==> config.mk <==
export PLATFORM = sky130hd
export DESIGN_NAME = dataflow_depth_tracker
export DESIGN_NICKNAME = d
export VERILOG_FILES = /design/src/rtl/ddt_pkg.sv /design/src/rtl/ddt_lat_table.sv /design/src/rtl/ddt_dep_table.sv /design/src/rtl/dataflow_depth_tracker.sv
export SDC_FILE = /design/constraint.sdc
export NUM_CORES = 2
export LEC_CHECK = 0
export BUFFER_PORTS_ARGS = -buffer_cell sky130_fd_sc_hd__buf_2
export CAP_MARGIN = 20
export CORE_MARGIN = 2
export CORE_UTILIZATION = 63
export CTS_CLUSTER_DIAMETER = 50
export CTS_CLUSTER_SIZE = 8
export DETAILED_ROUTE_END_ITERATION = 7
export PLACE_DENSITY_LB_ADDON = 0.2
export SLEW_MARGIN = 20
export SYNTH_ARGS = -nofsm -noshare
export SYNTH_HDL_FRONTEND = slang
export SYNTH_HIERARCHICAL = 1
export SYNTH_SLANG_ARGS = --single-unit
==> constraint.sdc <==
create_clock -name clk_i -period 11.2 [get_ports clk_i]
set_input_delay 1.68 -clock clk_i [delete_from_list [all_inputs] [get_ports clk_i]]
set_output_delay 1.68 -clock clk_i [all_outputs]
set_load 0.05 [all_outputs]
==> src/rtl/ddt_pkg.sv <==
// Shared constants and types for the dataflow depth tracker.
// Depends on nothing; imported by every tracker module.
package ddt_pkg;

  // Field widths
  localparam int unsigned RegIdxW    = 5;
  localparam int unsigned NumRegs    = 1 << RegIdxW;
  localparam int unsigned OpcodeW    = 4;
  localparam int unsigned NumOpcodes = 1 << OpcodeW;
  localparam int unsigned LatW       = 8;
  localparam int unsigned InstIdxW   = 16;
  localparam int unsigned DepIdxW    = InstIdxW + 1;
  localparam int unsigned InstCntW   = InstIdxW + 1;
  localparam int unsigned DepthW     = 24;

  // Trace length limit and saturation value
  localparam logic [InstCntW-1:0]       MaxInsts = {1'b1, {InstIdxW{1'b0}}};
  localparam logic [DepthW-1:0]         DepthMax = '1;
  localparam logic signed [DepIdxW-1:0] EntryIdx = '1;

  typedef enum logic {
    CmdLoad = 1'b0,
    CmdInst = 1'b1
  } cmd_e;

  // One register's dependence record
  typedef struct packed {
    logic signed [DepIdxW-1:0] writer;
    logic [DepthW-1:0]         finish;
  } dep_entry_t;

  localparam dep_entry_t DepEntryReset = '{writer: EntryIdx, finish: '0};

  typedef struct packed {
    logic               en;
    logic [RegIdxW-1:0] addr1;
    logic [RegIdxW-1:0] addr2;
  } dep_rd_t;

  typedef struct packed {
    logic               en;
    logic [RegIdxW-1:0] addr;
    dep_entry_t         data;
  } dep_wr_t;

endpackage

==> src/rtl/ddt_lat_table.sv <==
// Opcode latency table: written by load transfers, read combinationally.
// Depends on ddt_pkg.
module ddt_lat_table (
  input  logic                         clk_i,
  input  logic                         rst_ni,
  input  logic                         wr_en_i,
  input  logic [ddt_pkg::OpcodeW-1:0]  wr_opcode_i,
  input  logic [ddt_pkg::LatW-1:0]     wr_latency_i,
  input  logic [ddt_pkg::OpcodeW-1:0]  rd_opcode_i,
  output logic [ddt_pkg::LatW-1:0]     rd_latency_o
);
  import ddt_pkg::*;

  logic [LatW-1:0] lat_q [NumOpcodes];

  // Write one entry per load, clear all on reset
  always_ff @(posedge clk_i or negedge rst_ni) begin
    if (!rst_ni) begin
      for (int i = 0; i < NumOpcodes; i++) begin
        lat_q[i] <= '0;
      end
    end else if (wr_en_i) begin
      lat_q[wr_opcode_i] <= wr_latency_i;
    end
  end

  assign rd_latency_o = lat_q[rd_opcode_i];

endmodule

==> src/rtl/ddt_dep_table.sv <==
// Per-register dependence memory (last writer, finish time) with valid bits,
// two registered read ports and write-first bypass. Depends on ddt_pkg.
module ddt_dep_table (
  input  logic                clk_i,
  input  logic                rst_ni,
  input  ddt_pkg::dep_rd_t    rd_i,
  input  ddt_pkg::dep_wr_t    wr_i,
  output ddt_pkg::dep_entry_t rd1_o,
  output ddt_pkg::dep_entry_t rd2_o
);
  import ddt_pkg::*;

  dep_entry_t         mem_q [NumRegs];
  logic [NumRegs-1:0] vld_q;
  dep_entry_t         rd1_q, rd2_q;
  logic               rd1_vld_q, rd2_vld_q, rd1_vld_d, rd2_vld_d;
  logic               hit1, hit2;

  // Forward a write landing in the same cycle as the read
  assign hit1 = wr_i.en && (wr_i.addr == rd_i.addr1);
  assign hit2 = wr_i.en && (wr_i.addr == rd_i.addr2);

  always_comb begin
    rd1_vld_d = hit1 | vld_q[rd_i.addr1];
    rd2_vld_d = hit2 | vld_q[rd_i.addr2];
  end

  // Memory array write
  always_ff @(posedge clk_i) begin
    if (wr_i.en) begin
      mem_q[wr_i.addr] <= wr_i.data;
    end
  end

  // Registered read data, write-first on an address match
  always_ff @(posedge clk_i) begin
    if (rd_i.en) begin
      rd1_q <= hit1 ? wr_i.data : mem_q[rd_i.addr1];
      rd2_q <= hit2 ? wr_i.data : mem_q[rd_i.addr2];
    end
  end

  // Valid bits: an unwritten register reads as the program entry
  always_ff @(posedge clk_i or negedge rst_ni) begin
    if (!rst_ni) begin
      vld_q     <= '0;
      rd1_vld_q <= 1'b0;
      rd2_vld_q <= 1'b0;
    end else begin
      if (wr_i.en) begin
        vld_q[wr_i.addr] <= 1'b1;
      end
      if (rd_i.en) begin
        rd1_vld_q <= rd1_vld_d;
        rd2_vld_q <= rd2_vld_d;
      end
    end
  end

  assign rd1_o = rd1_vld_q ? rd1_q : DepEntryReset;
  assign rd2_o = rd2_vld_q ? rd2_q : DepEntryReset;

endmodule

==> src/rtl/dataflow_depth_tracker.sv <==
// Dataflow depth tracker: register dependence scoreboard over an instruction
// trace. Takes one transfer per cycle while the input side does not stall; a
// result passes through the input register, then the result register. Source
// records are read from the dependence memory as the transfer is taken, with
// a bypass from the write of the instruction ahead, so back-to-back dependent
// instructions see each other. Load transfers and instructions beyond the
// trace limit of 65536 give no result. The input side stalls only while the
// result register is full and its consumer stalls.
module dataflow_depth_tracker (
  input  logic                                clk_i,
  input  logic                                rst_ni,
  input  logic                                in_valid_i,
  output logic                                in_stall_o,
  input  logic                                cmd_i,
  input  logic [ddt_pkg::OpcodeW-1:0]         opcode_i,
  input  logic [ddt_pkg::LatW-1:0]            latency_value_i,
  input  logic [ddt_pkg::RegIdxW-1:0]         src1_reg_i,
  input  logic [ddt_pkg::RegIdxW-1:0]         src2_reg_i,
  input  logic [ddt_pkg::RegIdxW-1:0]         dst_reg_i,
  output logic                                out_valid_o,
  input  logic                                out_stall_i,
  output logic [ddt_pkg::InstIdxW-1:0]        inst_index_o,
  output logic signed [ddt_pkg::DepIdxW-1:0]  dep1_index_o,
  output logic signed [ddt_pkg::DepIdxW-1:0]  dep2_index_o,
  output logic [ddt_pkg::DepthW-1:0]          start_depth_o,
  output logic [ddt_pkg::DepthW-1:0]          program_depth_o
);
  import ddt_pkg::*;

  // Input register
  logic               s_valid_q, s_valid_d;
  cmd_e               s_cmd_q;
  logic [OpcodeW-1:0] s_opcode_q;
  logic [LatW-1:0]    s_lat_q;
  logic [RegIdxW-1:0] s_dst_q;

  // Running state
  logic [InstCntW-1:0] cnt_q;
  logic [DepthW-1:0]   max_q;

  // Result register
  logic                      out_valid_q, out_valid_d;
  logic [InstIdxW-1:0]       out_idx_q;
  logic signed [DepIdxW-1:0] out_dep1_q, out_dep2_q;
  logic [DepthW-1:0]         out_start_q, out_prog_q;

  logic                accept_in, out_free, adv, is_inst, do_inst, do_load;
  logic [LatW-1:0]     lat;
  dep_entry_t          src1, src2;
  dep_rd_t             dep_rd;
  dep_wr_t             dep_wr;
  logic [DepthW-1:0]   start_depth, fin, max_d;
  logic [DepthW:0]     fin_sum;

  // Handshake
  assign out_free   = !out_valid_q || !out_stall_i;
  assign adv        = s_valid_q && out_free;
  assign in_stall_o = s_valid_q && !out_free;
  assign accept_in  = in_valid_i && !in_stall_o;

  assign is_inst = (s_cmd_q == CmdInst);
  assign do_inst = adv && is_inst && (cnt_q < MaxInsts);
  assign do_load = adv && !is_inst;

  // Capture the incoming transfer
  always_comb begin
    s_valid_d = s_valid_q;
    if (accept_in) begin
      s_valid_d = 1'b1;
    end else if (adv) begin
      s_valid_d = 1'b0;
    end
  end

  always_ff @(posedge clk_i or negedge rst_ni) begin
    if (!rst_ni) begin
      s_valid_q <= 1'b0;
    end else begin
      s_valid_q <= s_valid_d;
    end
  end

  always_ff @(posedge clk_i) begin
    if (accept_in) begin
      s_cmd_q    <= cmd_e'(cmd_i);
      s_opcode_q <= opcode_i;
      s_lat_q    <= latency_value_i;
      s_dst_q    <= dst_reg_i;
    end
  end

  // Tables
  ddt_lat_table u_lat_table (
    .clk_i        (clk_i),
    .rst_ni       (rst_ni),
    .wr_en_i      (do_load),
    .wr_opcode_i  (s_opcode_q),
    .wr_latency_i (s_lat_q),
    .rd_opcode_i  (s_opcode_q),
    .rd_latency_o (lat)
  );

  assign dep_rd = '{en: accept_in, addr1: src1_reg_i, addr2: src2_reg_i};

  ddt_dep_table u_dep_table (
    .clk_i  (clk_i),
    .rst_ni (rst_ni),
    .rd_i   (dep_rd),
    .wr_i   (dep_wr),
    .rd1_o  (src1),
    .rd2_o  (src2)
  );

  // Start depth, saturating finish time and program depth
  always_comb begin
    start_depth = (src1.finish > src2.finish) ? src1.finish : src2.finish;
    fin_sum     = {1'b0, start_depth} + {{(DepthW + 1 - LatW){1'b0}}, lat};
    fin         = fin_sum[DepthW] ? DepthMax : fin_sum[DepthW-1:0];
    max_d       = (fin > max_q) ? fin : max_q;
  end

  // Record this instruction as the destination's last writer
  always_comb begin
    dep_wr.en          = do_inst;
    dep_wr.addr        = s_dst_q;
    dep_wr.data.writer = signed'({1'b0, cnt_q[InstIdxW-1:0]});
    dep_wr.data.finish = fin;
  end

  always_ff @(posedge clk_i or negedge rst_ni) begin
    if (!rst_ni) begin
      cnt_q <= '0;
      max_q <= '0;
    end else if (do_inst) begin
      cnt_q <= cnt_q + InstCntW'(1);
      max_q <= max_d;
    end
  end

  // Result register: load on a live instruction, drop once transferred
  always_comb begin
    out_valid_d = out_valid_q;
    if (do_inst) begin
      out_valid_d = 1'b1;
    end else if (!out_stall_i) begin
      out_valid_d = 1'b0;
    end
  end

  always_ff @(posedge clk_i or negedge rst_ni) begin
    if (!rst_ni) begin
      out_valid_q <= 1'b0;
    end else begin
      out_valid_q <= out_valid_d;
    end
  end

  always_ff @(posedge clk_i) begin
    if (do_inst) begin
      out_idx_q   <= cnt_q[InstIdxW-1:0];
      out_dep1_q  <= src1.writer;
      out_dep2_q  <= src2.writer;
      out_start_q <= start_depth;
      out_prog_q  <= max_d;
    end
  end

  assign out_valid_o     = out_valid_q;
  assign inst_index_o    = out_idx_q;
  assign dep1_index_o    = out_dep1_q;
  assign dep2_index_o    = out_dep2_q;
  assign start_depth_o   = out_start_q;
  assign program_depth_o = out_prog_q;

endmodule

# After elaboration in Yosys (flattened, before gate mapping)
# Memories as Yosys holds them, arrays and structs flattened. A register that Yosys moved wholly into a read port is not among the register bits.
# Cells that the tools add are included.
# W data, S select, Z words.
[classes]
addsub = 2
mul = 0
div = 0
order_cmp = 9
eq_ne = 3
n_shift = 0
mux = 23
n_bitwise = 4
reduce_logical = 17
[op_table]
columns = ["operator", "n"]
rows = [
  ["$bwmux W128", 1],
  ["$mux W24", 5],
  ["$gt A24 B24 Y1", 2],
  ["$bmux W8 S4", 1],
  ["$demux W8 S4", 1],
  ["$or A32 B32 Y32", 1],
  ["$add A24 B8 Y25", 1],
  ["$mux W8", 3],
  ["$lt A5 B6 Y1 const B", 3],
  ["$add A17 B1 Y17 const B", 1],
  ["$lt A17 B17 Y1 const B", 1],
  ["$bmux W1 S5", 2],
  ["$eq A5 B5 Y1", 2],
  ["$logic_and A1 B1 Y1", 10],
  ["$mux W1", 9],
  ["$demux W1 S5", 1],
  ["$ge A5 B1 Y1 const B", 1],
  ["$ge A5 B5 Y1 const B", 1],
  ["$logic_not A1 Y1", 5],
  ["$lt A5 B1 Y1 const B", 1],
  ["$not A4 Y5", 1],
  ["$ne A2 B1 Y1 const B", 1],
  ["$or A1 B1 Y1", 2],
  ["$reduce_bool A2 Y1", 1],
  ["$logic_or A1 B1 Y1", 1],
]
[totals]
ff_bits = 323
latchBits = 0
ram_bits = 1280
rom_bits = 0
in_bits = 32
output_inout_bits = 100
wordCells = 93
mem_count = 1
[memory_table]
columns = ["memory", "words", "width", "rd", "rd_ports_with_merged_regs", "write_ports", "line_no", "source"]
rows = [
  ["u_dep_table.mem_q", 32, 40, 2, 2, 1, "ddt_dep_table.sv:13", "dep_entry_t mem_q [NumRegs];"],
]

# Longest topological paths before layout
[logic_depth]
depth_word = 8
mapped_depth = 38
ltp_nobuf = 30

# By module
# The synthesis kept the hierarchy.
[by_module_without_submodules]
columns = ["mod", "instances", "cells_per_inst", "area_each_um2", "seq_area_each_um2"]
rows = [
  ["ddt_dep_table", 1, 3160, 64350.5, 42711.0],
  ["dataflow_depth_tracker", 1, 646, 8282.9, 4559.4],
  ["ddt_lat_table", 1, 365, 5915.7, 3203.1],
]

# Least setup slack after synthesis
# OpenSTA, ideal clock, no wires.
[synth_timing]
path_type = "input port to flip-flop"
startpoint = "in out_stall_i"
endpoint = "mem u_dep_table/mem_q[17][0] in the netlist's numbering, enable pin"
setup_time_ns = 0.440
t_arrival_ns = 9.016
required_time_ns = 10.760
setup_slack_ns = 1.744
stages = 5
path_buffers = 0
cell_sequence = "nand2_1 nand2_1 nor3b_2 nand3b_1 nor2_1"
[synth_between]
elab_chain_len = 7
[synth_rtl]
columns = ["element", "line_no", "source"]
rows = [
  ["start: declaration", "dataflow_depth_tracker.sv:21", "input logic out_stall_i,"],
  ["$logic_not A1 Y1", "-", ""],
  ["$logic_or A1 B1 Y1", "dataflow_depth_tracker.sv:56", "assign out_free = !out_valid_q || !out_stall_i;"],
  ["$logic_and A1 B1 Y1", "dataflow_depth_tracker.sv:57", "assign adv = s_valid_q && out_free;"],
  ["$logic_and A1 B1 Y1 (2 in a row)", "dataflow_depth_tracker.sv:62", "assign do_inst = adv && is_inst && (cnt_q < MaxInsts);"],
  ["net do_inst", "dataflow_depth_tracker.sv:47", "logic accept_in, out_free, adv, is_inst, do_inst, do_load;"],
  ["$mux W1", "ddt_dep_table.sv:30", "if (wr_i.en) begin"],
  ["$mux W1 (implied by the code)", "ddt_dep_table.sv:31", "mem_q[wr_i.addr] <= wr_i.data;"],
  ["end: declaration", "ddt_dep_table.sv:13", ""],
]
# The timed path passes the listed nets, and every way through them passes these cells.

==> run_results.csv <==
group,metric,value,unit
synth,ys_async_sr_fraction,0.1195,
drt,wire_per_inst,37.41,µm
worst_setup_path,slowest_stage,"dfrtp_2",
floorplanning,core,123600,µm²
synth,synth_area,78550,µm²
grt,grt_max_degree,142,
grt,gr-total-overflow,0,
synth,synth_seq_area_share,0.6426,
timing,rsz0062_at_grt,"no",
synth,syn_avg_cell_area,18.83,µm²
grt,grtUsageTotal,0.3670,
timing,whs,0.4846,ns
timing,finalSetupTns,0,ns
cts,cts_buffer_depth,3,
synth,yosysWarnings,6,
power_and_ir_drop,p_seq_frac,0.474,
synth,synth_edf_count,1510,
worst_setup_path,arrival,9.05,ns
cts,holdBufCountCts,0,
drt,antenna_left,0,
synth,synth_area_leader_cell,"edfxtp_1",
power_and_ir_drop,power_switching,4.392,mW
placed_design,dp.cells,5775,
cts,htreeDepth,4,
cells_and_area,regArea,50490,µm²
timing,timing.final.crit_share,0.7455,
floorplanning,fp.dieW,357.1,µm
job,drv_cap,0,
cells_and_area,fillerInstances,7434,
floorplanning,io_pins,132,
cells_and_area,drive_gt1_frac,0.3319,
drt,first_pass_iters,6,
synth,synth_top_area_share,0.5773,
synth,synth-main-ff-cell,"edfxtp_1",
cts,insertion_delay,0.85,ns
power_and_ir_drop,p_int,12.53,mW
floorplanning,die_y,357.1,µm
timing,setup_violations,0,
cells_and_area,area_delta_synth_final,11.40,%
power_and_ir_drop,swShare,0.2595,
cts,cts_tree,"done",
worst_setup_path,crit_required,11.90,ns
drt,routed-via-count,46735,
cells_and_area,layout.nets,4466,
cells_and_area,stdcell_count,6162,
floorplanning,die_area,127500,µm²
cts,post-cts-setup-buffers,0,
placed_design,place.detailed.hpwl,124700,µm
drt,drt_iter0_markers,7409,
synth,ys_types,75,
grt,antenna_found_initial,11,
worst_hold_path,hold_class,"flop to flop",
cts,clkSinkCount,1715,
grt,grt_pass1_vias,46123,
worst_setup_path,cp-end-kind,"flop",
cts,cts_root_buf,"clkbuf_16",
timing,hold_violations,0,
synth,netlist_instances,4171,
power_and_ir_drop,p_per_area,193.4,nW/µm²
floorplanning,rows,129,
synth,synth.area.top_cells,"edfxtp_1 (58%), mux4_2 (19%), dfrtp_1 (6.5%)",
synth,ys_top_cells_by_count,"edfxtp_1 (1510), mux4_2 (670), o22ai_1 (329)",
synth,ys_ff_latch,1715,
floorplanning,start_util,0.6353,
power_and_ir_drop,leakage,28.65,nW
drt,drc,0,
drt,wl,230500,µm
timing,drv_slew,0,
power_and_ir_drop,clkPwrFrac,0.385,
power_and_ir_drop,peakVddDrop,0.1873,mV
worst_setup_path,cp-start-kind,"flop",
timing,tightestPinTransition,1.214,ns
placed_design,io_buffers,131,
timing,finClkSkew,0.03944,ns
grt,grt_first_pass_wirelength,327200,µm
placed_design,place_ws,2.197,ns
cts,numCtsBuffers,235,
timing,fmax,119.8,MHz
timing,setup_ws,2.851,ns
synth,yosysMostFrequentCell,"edfxtp_1",
worst_setup_path,cpPeakStageDelay,0.58,ns
timing,finalCriticalPeriod,8.349,ns
cts,path_clk_slew,0.05,ns
placed_design,gp_congestion,0.9238,
power_and_ir_drop,p_comb_frac,0.141,
worst_setup_path,crit_top_cell,"ha_1",
timing,max-slew-margin-rel,0.1904,
worst_setup_path,critPathKind,"flop to flop",
drt,viasPerCell,7.584,
cts,ctsResizeCount,0,
cells_and_area,multi_input_area,26500,µm²
outcome,outcome,"finished, final reports clean",
power_and_ir_drop,finalPower,16.93,mW
worst_setup_path,worst-path-max-fanout,38,
## layout by cell type (no fill, tap or decap), types with 25 or more instances in the layout
master / instances
o22ai_1: 329
buf_2: 126
o21ai_1: 25
or4_1: 83
and2_1: 51
nand3_1: 27
mux4_1: 31
o21ai_0: 72
nand2_1: 127
mux2_2: 194
clkbuf_1: 126
xnor2_1: 38
ha_1: 57
dfrtp_1: 193
nand2b_1: 38
or2_2: 32
nor2_4: 32
clkbuf_16: 239
edfxtp_1: 1510
inv_1: 61
buf_4: 95
mux4_2: 670
conb_1: 34
nor2_1: 26
## layer usage
metal | share of wire | vias to the layer above | global-route usage
li1 | - | 17986 | -
met1 | 0.35 | 24097 | 0.5212
met2 | 0.44 | 3902 | 0.5280
met3 | 0.16 | 734 | 0.1180
met4 | 0.053 | 16 | 0.1682
met5 | 0.0010 | - | 0
## flip-flops by register name (all words and copies together) (netlist names)
| signal | cells |
|---|---|
| s_lat_q | 8 |
| cnt_q | 17 |
| s_opcode_q | 4 |
| s_dst_q | 5 |
| dep1_index_o | 17 |
| program_depth_o | 24 |
| inst_index_o | 16 |
| out_valid_o | 1 |
| s_valid_q | 1 |
| u_dep_table/rd1_vld_q | 1 |
| u_lat_table/lat_q | 128 |
| start_depth_o | 24 |
| u_dep_table/rd2_vld_q | 1 |
| max_q | 24 |
| is_inst | 1 |
| dep2_index_o | 17 |
| u_dep_table/rd1_q | 41 |
| u_dep_table/mem_q | 1312 |
| u_dep_table/rd2_q | 41 |
| u_dep_table/vld_q | 32 |
## metrics by stage
step | cell area (µm²) | util
after floorplan | 78670 | -
after global placement | 80730 | 0.6530
after detailed placement | 80730 | 0.6530
after CTS | 87440 | 0.7073
after global routing | 87500 | 0.7077
final | 87510 | 0.7078
## critical path: cells and delay by family, from the launching register on
family                     cells  cell delay [ns]
AOI/OAI and AO/OA              7             1.50
and+or+nand+nor               12             2.92
buffers and inverters          3             0.93
DFF                            1             0.58
adders and majority gates      3             1.14
muxes                          3             1.12
## final cells by class
cell class	count	area share
timing repair buffer	231	0.01744
multi-input combinational	2132	0.3028
tap	1637	0.02341
clock inverter	17	0.002617
inverter	61	0.002617
antenna	2	0.00005719
sequential	1715	0.5770
clock buffer	367	0.07407
## power by group through the flow
| stage | Sequential (mW) | Combinational, mW | Clock [mW] |
|---|---|---|---|
| floorplan | 8.17 | 1.51 | 0 |
| detailed placement | 8.13 | 2.33 | 0 |
| global route | 8.05 | 2.54 | 6.85 |
| CTS | 8.01 | 2.35 | 6.57 |
| global placement | 8.11 | 2.29 | 0 |
| finish | 8.02 | 2.39 | 6.52 |
## path summary, 6_finish.rpt
check                                 startpoint                     end  slack (ns)  cells after the start
setup / recovery           u_dep_table/rd2_vld_q                max_q[3]        2.85                     28
hold / removal             u_dep_table/vld_q[29]   u_dep_table/vld_q[29]        0.48                      1
setup reg to reg           u_dep_table/rd2_vld_q                max_q[3]        2.85                     28
hold reg to reg            u_dep_table/vld_q[29]   u_dep_table/vld_q[29]        0.48                      1
max in group asynchronous                 rst_ni   u_dep_table/rd2_vld_q        8.55                      3
min in group asynchronous                 rst_ni  u_lat_table/lat_q[105]        0.75                      1
## logic make-up (layout without fill, tap and decap cells)
logic type | after synthesis | after routing | share of synthesized area
flip-flops | 1715 | 1715 | 0.6426
multiplexers | 922 | 922 | 0.2343
AND/OR/NAND/NOR | 547 | 547 | 0.04014
AO/OA/AOI/OAI | 516 | 516 | 0.04038
buffers and inverters | 357 | 676 | 0.02705
adder cells (fa/ha/maj) | 58 | 58 | 0.009334
XOR/XNOR | 55 | 55 | 0.006133
other | 1 | 36 | 0.00004774
Power figures use the tool's default switching activity.
